===== config.mk =====
export PLATFORM = sky130hd
export DESIGN_NAME = gbs_ctrl
export DESIGN_NICKNAME = d
export VERILOG_FILES = /design/src/greedy_box_suppression_assert.svh /design/src/gbs_pkg.sv /design/src/gbs_ctrl.sv
export SDC_FILE = /design/constraint.sdc
export NUM_CORES = 1
export LEC_CHECK = 0
export BUFFER_PORTS_ARGS = -buffer_cell sky130_fd_sc_hd__buf_2
export CORE_AREA = 5 5 42 44
export DETAILED_ROUTE_END_ITERATION = 7
export DIE_AREA = 0 0 47 49
export GPL_TIMING_DRIVEN = 0
export HOLD_SLACK_MARGIN = 0.06
export PLACE_DENSITY_LB_ADDON = 0.3
export SYNTH_ARGS = -nofsm -noshare
export SYNTH_HDL_FRONTEND = slang
export SYNTH_SLANG_ARGS = --single-unit
export TNS_END_PERCENT = 30

===== constraint.sdc =====
create_clock -name clk -period 1 [get_ports clk]
set_input_delay 0.1 -clock clk [delete_from_list [all_inputs] [get_ports clk]]
set_output_delay 0.1 -clock clk [all_outputs]
set_load 0.005 [all_outputs]

===== src/greedy_box_suppression_assert.svh =====
// assertion macros for the greedy box suppression block
`ifndef GREEDY_BOX_SUPPRESSION_ASSERT_SVH
`define GREEDY_BOX_SUPPRESSION_ASSERT_SVH

// condition must hold in the same cycle as the trigger
`define GBS_ASSERT_SAME(lbl, ant, con, msg) \
    lbl: assert property (@(posedge clk) disable iff (!rst_n) (ant) |-> (con)) \
        else $error(msg);

// condition must hold in the cycle after the trigger
`define GBS_ASSERT_NEXT(lbl, ant, con, msg) \
    lbl: assert property (@(posedge clk) disable iff (!rst_n) (ant) |=> (con)) \
        else $error(msg);

`endif


===== src/gbs_pkg.sv =====
// shared types and constants for the greedy box suppression block
package gbs_pkg;

    localparam int COORD_W   = 16;
    localparam int SIZE_W    = 15;
    localparam int INDEX_W   = 16;
    localparam int THRESH_W  = 10;
    localparam int AREA_W    = 2 * SIZE_W;
    localparam int UNION_W   = AREA_W + 1;
    localparam int PROD_W    = UNION_W + THRESH_W;
    localparam int EDGE_W    = COORD_W + 1;

    localparam logic [THRESH_W-1:0] THRESH_RESET = 10'd461;
    localparam logic [INDEX_W-1:0]  INDEX_MAX    = 16'hFFFF;

    // one stored box
    typedef struct packed {
        logic signed [COORD_W-1:0] x;
        logic signed [COORD_W-1:0] y;
        logic [SIZE_W-1:0]         w;
        logic [SIZE_W-1:0]         h;
    } box_t;

    // controller to datapath
    typedef struct packed {
        logic load;
        logic issue;
        logic finish;
    } cmd_t;

    // datapath to controller
    typedef struct packed {
        logic scan_done;
        logic pipe_busy;
        logic out_free;
    } status_t;

endpackage


===== src/gbs_ctrl.sv =====
// controller: sequences load, store scan, pipeline drain and result hand-off
module gbs_ctrl (
    input  logic             clk,
    input  logic             rst_n,
    input  logic             in_valid,
    output logic             in_ready,
    input  gbs_pkg::status_t status,
    output gbs_pkg::cmd_t    cmd
);
    import gbs_pkg::*;

    typedef enum logic [1:0] {
        ST_IDLE,
        ST_SCAN,
        ST_DRAIN
    } state_t;

    state_t state_reg;
    state_t state_next;

    // next state and commands
    always_comb
    begin
        state_next = state_reg;
        cmd        = '0;
        in_ready   = 1'b0;
        case (state_reg)
            ST_IDLE:
            begin
                in_ready = 1'b1;
                if (in_valid)
                begin
                    cmd.load   = 1'b1;
                    state_next = ST_SCAN;
                end
            end
            ST_SCAN:
            begin
                if (status.scan_done)
                    state_next = ST_DRAIN;
                else
                    cmd.issue = 1'b1;
            end
            ST_DRAIN:
            begin
                if (!status.pipe_busy && status.out_free)
                begin
                    cmd.finish = 1'b1;
                    state_next = ST_IDLE;
                end
            end
            default:
            begin
                state_next = ST_IDLE;
            end
        endcase
    end

    // state register
    always_ff @(posedge clk or negedge rst_n)
    begin
        if (!rst_n)
            state_reg <= ST_IDLE;
        else
            state_reg <= state_next;
    end

endmodule


==> results of run 1 <==
[area by class of cell]
| cell class | instances | area (sq um) | area share [%] |
|---|---|---|---|
| clock buffer | 3 | 22.52 | 9.045 |
| tap | 16 | 20.02 | 8.040 |
| timing repair buffer | 12 | 70.07 | 28.14 |
| sequential | 2 | 51.30 | 20.60 |
| multi-input combinational | 11 | 85.08 | 34.17 |
[synth_stat cells (all sizes together)]
library cell and count:
nor3b 2, and2 1, nand3b 1, a21oi 1, nor2b 1, o21ai 1
nor2 1, nand2b 3, dfrtp 2
[worst paths after layout]
check | start | end | slack (ps)
min in group asynchronous | rst_n | state_reg[1]$_DFFE_PN0P_ | 190
min | in_valid | state_reg[0]$_DFFE_PN0P_ | 150
max reg2reg | state_reg[0]$_DFFE_PN0P_ | state_reg[0]$_DFFE_PN0P_ | 0
max in group asynchronous | rst_n | state_reg[1]$_DFFE_PN0P_ | 710
min reg2reg | state_reg[1]$_DFFE_PN0P_ | state_reg[0]$_DFFE_PN0P_ | 520
max | state_reg[0]$_DFFE_PN0P_ | cmd[0] | -130
[logic make-up (layout without fill, tap and decap cells)]
family	after synthesis	count (layout)	share of synthesized area [%]
AOI/OAI and AO/OA	2	2	8.155
buffers and inverters	0	15	0
DFF	2	2	40.82
and+or+nand+nor	9	9	51.03
[worst max-delay path, stage by stage, from the launching register on]
cell and delay [ps]:
dfrtp_1 390, nand2b_4 150, nor3b_2 140, buf_2 130
[power by group]
part / switching (W) / internal, W / leakage (nW)
registers: 0.0000585 / 0.000127 / 0.0241
clock network: 0.0000491 / 0.000133 / 0.0138
logic: 0.000108 / 0.000192 / 0.0807
total: 0.000215 / 0.000452 / 0.119
[routing by layer]
| metal | part of all wire [%] | wire length, microns | vias to the layer above |
|---|---|---|---|
| met5 | 0 | 0 | - |
| met4 | 2.8 | 12 | 0 |
| met3 | 11 | 47 | 2 |
| met2 | 34 | 150 | 11 |
| met1 | 51 | 224 | 66 |
| li1 | - | - | 74 |
[cells in the final DEF, fill, tap and decap left out]
| master | n |
|---|---|
| o21ai_1 | 1 |
| and2_1 | 1 |
| nor2_1 | 1 |
| buf_4 | 2 |
| a21oi_1 | 1 |
| nor3b_2 | 2 |
| clkbuf_4 | 3 |
| buf_2 | 9 |
| nand2b_1 | 2 |
| nand2b_4 | 1 |
| nor2b_1 | 1 |
| dfrtp_1 | 1 |
| dlygate4sd3_1 | 1 |
| dfrtp_2 | 1 |
| nand3b_1 | 1 |
[per-stage QoR]
stage | setup WS [ps] | utilization, % | instances | power (W) | setup TNS (ps)
final | -134.5 | 17.77 | 44 | 0.0006669 | -361.3
after global routing | -188.5 | 17.77 | 44 | 0.0007312 | -683.3
after floorplan | 174.0 | - | 13 | 0.0002820 | 0
after detailed placement | 22.28 | 13.39 | 38 | 0.0003777 | 0
after global placement | 20.02 | 13.39 | 38 | 0.0003796 | 0
after CTS | -155.2 | 17.41 | 44 | 0.0006736 | -408.2
[repair_timing]
item,CTS,global route
hold endpoints to repair,2,0
endpoints found under the setup margin,4,5
gates resized for setup,2,1
pin swaps,1,0
hold buffers,1,0
setup buffers,2,0
==> out/results.ini, run 1 <==
[finish]
fill_cells = 175
largest_reg_flops = 2
areaGrowthSynthToFinish_pct = 103.1
drive_gt1_share_pct = 64.29
diodes = 0
stdcell_area_sq_um = 249.0
final_nets = 36

[job]
drv_cap = 0

[sta]
period_needed_ps = 1134
hold_slack_ps = 150.2
setup_viol = 3
hold_violations = 0
worst_slack_ps = -134.5
fmax_mhz = 881.4
fin_crit_sh_pct = 113.4
rsz0062_at_grt = yes
finalMaxSlewViolations = 0
worst_pin_slew_ps = 132.3
relSlewSlack_pct = 91.18
clock_skew_ps = 1.791

[logic_synthesis]
synthTopCellsByArea = dfrtp_1 41%, nand2b_1 15%, nor3b_2 10%
syn_area_sq_um = 122.6
ys_seq_area_share_pct = 40.82
synth_seq_cells = 2
yosys.cell_types.count = 10
yosys_warnings = 0
synthCells = 13
yosysTopAreaCell = dfrtp_1
yosysTopAreaCellShare_pct = 40.82
postSynthAreaPerCell_sq_um = 9.432
syn_nets = 19

[cts]
cts_made_buffers = 3
cts_tree = yes
htreeDepth = 1
clkLatencyLatePin_ps = 230
clk_path_buf_depth = 2
clkTransAtPathRegs_ps = 30
root_buffer = clkbuf_4
cts_sinks = 2

[die]
row_count = 14
start_util_pct = 8.750
die_h_microns = 49
die_w_microns = 47
io_pins = 10
coreArea_sq_um = 1401
dieArea_sq_um = 2303

[critical_path]
critical_path_class = reg -> out
startpoint_type = flop
critPathRequiredTime_ps = 900
end_kind = output pin
path_max_fanout = 3
cp.arrival_ps = 1030
reg2regPathDepth = 4

[drt]
wl_per_cell_microns = 9.886
avgViaCountPerCell = 3.477
dr.first_iter.drc_count = 1
drc_errors = 0
num_vias = 153
antenna_left = 0
totalWireLength_microns = 435
drtPass1Iterations = 3

[worst_hold_path]
hold_path.class = in -> reg
min_delay_path_depth = 3

[power_and_ir_drop]
leakagePower_nw = 0.1186
power_density_nw_per_um2 = 2679
ir_worst_vdd_v = 0.0005266

[global_route]
antenna_found_initial = 0
gr-usage-met2_pct = 4.977
grt_max_degree = 6
global_route.usage.met3_pct = 5.535
grtUsageMet1_pct = 5.714
grt_pass1_vias = 179
grt_use_total_pct = 5.282
grt-busiest-layer = met1
grt_pass1_wl_microns = 738
gr-total-overflow = 0

[placement]
io_buffer_count = 9
gp_congestion = 0.6999
dpl_cell_area_sq_um = 187.7

[status]
violations = setup timing
status = finished with violations

Note: power is estimated with default switching activity, not from simulation.
==> inputs of run 2 (changes only) <==
Settings changed: CTS_BUF_LIST from default to sky130_fd_sc_hd__clkbuf_4 sky130_fd_sc_hd__clkbuf_8 sky130_fd_sc_hd__clkbuf_16, RECOVER_POWER from default to 100.
==> run 2 against run 1 <==
Against the previous run:
- the run still ends with setup timing left
- clock power hardly changed
- first-iteration DRC count stayed put
- sequential power about the same
- core utilization shrank 0.089 points
- flip-flop and latch count unchanged
- sequential share of layout area up 0.10 points
- critical path depth unchanged
- via count is the same
==> out/results.ini, run 2 (synthesized netlist as in run 1, its figures left out) <==
[cts]
htreeDepth = 1
clkTransAtPathRegs_ps = 30
cts_sinks = 2
clkLatencyLatePin_ps = 230
clk_path_buf_depth = 2
cts_made_buffers = 3
root_buffer = clkbuf_4
cts_tree = yes

[critical_path]
cp.arrival_ps = 1030
critical_path_class = reg -> out
critPathRequiredTime_ps = 900
path_max_fanout = 3
reg2regPathDepth = 4
end_kind = output pin
startpoint_type = flop

[status]
violations = setup timing
status = finished with violations

[placement]
io_buffer_count = 9
place_inst = 38
dpl_cell_area_sq_um = 187.7
gp_congestion = 0.6999
place_ws_ps = 22.28

[drt]
num_vias = 153
totalWireLength_microns = 433
wl_per_cell_microns = 9.841
avgViaCountPerCell = 3.477
drtPass1Iterations = 3
dr.first_iter.drc_count = 1
antenna_left = 0
drc_errors = 0

[die]
die_w_microns = 47
io_pins = 10
dieArea_sq_um = 2303
die_h_microns = 49
coreArea_sq_um = 1401
start_util_pct = 8.750
row_count = 14

[finish]
fill_cells = 174
drive_gt1_share_pct = 60.71
diodes = 0
stdcell_area_sq_um = 247.7
areaGrowthSynthToFinish_pct = 102.0
final_common_cell = buf_2
final_cell_mix = 8 x buf_2, 3 x clkbuf_4, 2 x nor3b_2, 2 x nand2b_1, 2 x buf_4
largest_reg_flops = 2
instances_no_fill = 44
final_nets = 36

[worst_hold_path]
hold_path.class = in -> reg
min_delay_path_depth = 3

[sta]
timing.setup.tns_ps = -361.5
rsz0062_at_grt = yes
clock_skew_ps = 1.791
setup_viol = 4
hold_violations = 0
worst_pin_slew_ps = 132.3
finalMaxSlewViolations = 0
fmax_mhz = 881.4
relSlewSlack_pct = 91.18
period_needed_ps = 1134
fin_crit_sh_pct = 113.4
worst_slack_ps = -134.5

[job]
drv_cap = 0

[global_route]
antenna_found_initial = 0
gr-total-overflow = 0
grt_pass1_vias = 179
grt_max_degree = 6
grt_pass1_wl_microns = 738
grt_use_total_pct = 5.282

[power_and_ir_drop]
power_density_nw_per_um2 = 2690
leakagePower_nw = 0.1159
ir_worst_vdd_v = 0.0005260

-- run 2: changes by cell type in the layout (fill, tap and decap cells not counted) --
cell / delta
buf_2: -1
clkbuf_1: +1
-- run 2: final cells by class --
class / instances / area (sq um) / share of cell area (%)
multi-input cells: 11 / 85.08 / 34.34
flip-flops and latches: 2 / 51.30 / 20.71
clock buffers: 3 / 22.52 / 9.091
well taps: 16 / 20.02 / 8.081
repair buffers: 12 / 68.82 / 27.78
-- run 2: per-stage QoR --
stage | total power [W] | utilization [%] | hold WS (ps)
5_1_grt | 0.0007307 | 17.68 | 157.1
3_3_place_gp | 0.0003796 | 13.39 | -112.3
2_1_floorplan | 0.0002820 | - | -195.6
3_5_place_dp | 0.0003777 | 13.39 | -112.1
6_report | 0.0006665 | 17.68 | 150.2
4_1_cts | 0.0006736 | 17.41 | 138.4
-- run 2: where the power goes --
part           switching [W]  internal, W  leakage (nW)
Clock              0.0000491     0.000133        0.0138
Combinational       0.000108     0.000191        0.0780
Sequential         0.0000585     0.000127        0.0241
-- run 2: final timing paths --
path                                            endpoint                      from  slack [ps]
worst max-delay path                              cmd[0]  state_reg[0]$_DFFE_PN0P_        -130
worst min-delay path            state_reg[0]$_DFFE_PN0P_                  in_valid         150
worst max register to register  state_reg[0]$_DFFE_PN0P_  state_reg[0]$_DFFE_PN0P_           0
worst min register to register  state_reg[0]$_DFFE_PN0P_  state_reg[1]$_DFFE_PN0P_         520
max in group asynchronous       state_reg[1]$_DFFE_PN0P_                     rst_n         670
min in group asynchronous       state_reg[1]$_DFFE_PN0P_                     rst_n         190
-- run 2: repair_timing --
item,CTS,global route
hold endpoints to repair,2,0
buffers inserted,2,0
endpoints found under the setup margin,4,5
gates cloned,0,0
gates resized for setup,2,1
pin swaps,1,0
hold buffers,1,0
-- run 2: worst max-delay path: stages, from the launching register on --
cell,delay (ps)
dfrtp_1,390
nand2b_4,150
nor3b_2,140
buf_2,130
-- run 2: per-layer routing --
metal	track usage [%]	part of all wire, %	vias up
met5	0	0	-
met4	5.530	2.8	0
met3	5.535	12	2
met2	4.977	35	11
met1	5.714	50	66
li1	-	-	74
==> inputs of run 3 (changes only) <==
Settings changed: SKIP_LAST_GASP from default to 1.
==> run 3 against run 2 <==
Against the previous run:
- maximum frequency hardly changed
- sequential share of layout area did not move
- the flow still finishes with violations (setup timing)
- core utilization unchanged
- design area unchanged
- final cell count stayed put
- worst setup slack is essentially flat
- critical endpoint unchanged
- clock-buffer cell count unchanged
- combinational power hardly changed
- clock power barely moved
- global-route usage stayed put
==> out/results.ini, run 3 (synthesized netlist as in run 1, its figures left out) <==
[status]
status = finished with violations
violations = setup timing

[cts]
htreeDepth = 1
root_buffer = clkbuf_4
cts_tree = yes
cts_made_buffers = 3
clkTransAtPathRegs_ps = 30
clk_path_buf_depth = 2
cts_sinks = 2
clkLatencyLatePin_ps = 230

[sta]
worst_slack_ps = -134.5
clock_skew_ps = 1.791
hold_slack_ps = 154.7
finalMaxSlewViolations = 0
worst_pin_slew_ps = 132.2
relSlewSlack_pct = 91.19
fin_crit_sh_pct = 113.5
fmax_mhz = 881.4
setup_viol = 5
timing.setup.tns_ps = -377.3
period_needed_ps = 1135
hold_violations = 0
rsz0062_at_grt = yes

[critical_path]
critPathRequiredTime_ps = 900
r2r_start = state_reg[0]$_DFFE_PN0P_
end_kind = output pin
timing.rr.end = state_reg[0]$_DFFE_PN0P_
cp.arrival_ps = 1030
startpoint_type = flop
r2r_slack_ps = -20
reg2regPathDepth = 4
critical_path_class = reg -> out
critPathLaunch = state_reg[0]$_DFFE_PN0P_
path_max_fanout = 3

[drt]
num_vias = 153
antenna_left = 0
avgViaCountPerCell = 3.477
drc_errors = 0
totalWireLength_microns = 432
drtPass1Iterations = 3
dr.first_iter.drc_count = 1
wl_per_cell_microns = 9.818

[finish]
final_nets = 36
areaGrowthSynthToFinish_pct = 102.0
final_cell_mix = 8 x buf_2, 3 x clkbuf_4, 2 x nor3b_2, 2 x nand2b_1, 2 x buf_4
drive_gt1_share_pct = 60.71
utilization_pct = 17.68
diodes = 0
largest_reg_flops = 2
final_common_cell = buf_2

[die]
io_pins = 10
row_count = 14
die_h_microns = 49
die_w_microns = 47
coreArea_sq_um = 1401
dieArea_sq_um = 2303
start_util_pct = 8.750

[power_and_ir_drop]
leakagePower_nw = 0.1158
p_int_w = 0.0004511
clock_power_share_pct = 27.3
power_frac_comb_pct = 44.8
p_seq_share_pct = 27.9
ir_worst_vdd_v = 0.0005256
switching_share_pct = 32.30
power_density_nw_per_um2 = 2690
switching_power_w = 0.0002152

[global_route]
grt_max_degree = 6
antenna_found_initial = 0
grt_pass1_vias = 179
grt_pass1_wl_microns = 738
gr-total-overflow = 0
grt_use_total_pct = 5.282

[worst_hold_path]
min-delay-start = in_valid
min_delay_path_depth = 3
min_to = state_reg[0]$_DFFE_PN0P_
hold_path.class = in -> reg

[placement]
io_buffer_count = 9
gp_congestion = 0.6999
place_ws_ps = 22.28

[job]
drv_cap = 0

run 3: cell counts in the layout (fill, tap and decap cells not counted):
No cell type changed its count.
run 3: area by class of cell:
class	count	area [sq um]
tap	16	20.02
sequential	2	51.30
multi-input combinational	11	85.08
timing repair buffer	12	68.82
fill	174	1154
clock buffer	3	22.52
run 3: worst max-delay path by stage:
stage	to	slack, ps
finish	cmd[0]	-130
global route	cmd[0]	-190
CTS	cmd[0]	-160
detailed placement	cmd[0]	20
global placement	cmd[0]	20
floorplan	cmd[0]	170
run 3: critical path, stage by stage, from the launching register on:
cell	delay (ps)
dfrtp_1	390
nand2b_4	150
nor3b_2	140
buf_2	130
run 3: power by group through the flow:
stage / Combinational [W] / Clock [W] / Sequential (W)
after floorplan: 0.000121 / 0 / 0.000161
after global placement: 0.000200 / 0 / 0.000179
after detailed placement: 0.000201 / 0 / 0.000177
after CTS: 0.000294 / 0.000198 / 0.000177
after global routing: 0.000327 / 0.000207 / 0.000197
final: 0.000299 / 0.000182 / 0.000186
run 3: layer usage:
metal	routed length [microns]	up-vias	GRT usage, %
li1	-	74	-
met2	150	11	4.977
met5	0	-	0
met1	214	66	5.714
met4	12	0	5.530
met3	54	2	5.535
run 3: repair_timing:
item	in CTS	in global routing
setup endpoints to repair	4	5
hold endpoints to repair	2	0
cloned	0	0
setup buffers	2	0
gates resized for setup	1	2
hold buffers	1	0
run 3: per-stage QoR:
step	total power, W	cells	area (sq um)
2_1_floorplan	0.0002820	13	122.6
3_3_place_gp	0.0003796	38	187.7
3_5_place_dp	0.0003777	38	187.7
4_1_cts	0.0006691	44	242.7
5_1_grt	0.0007308	44	247.7
6_report	0.0006663	44	247.7
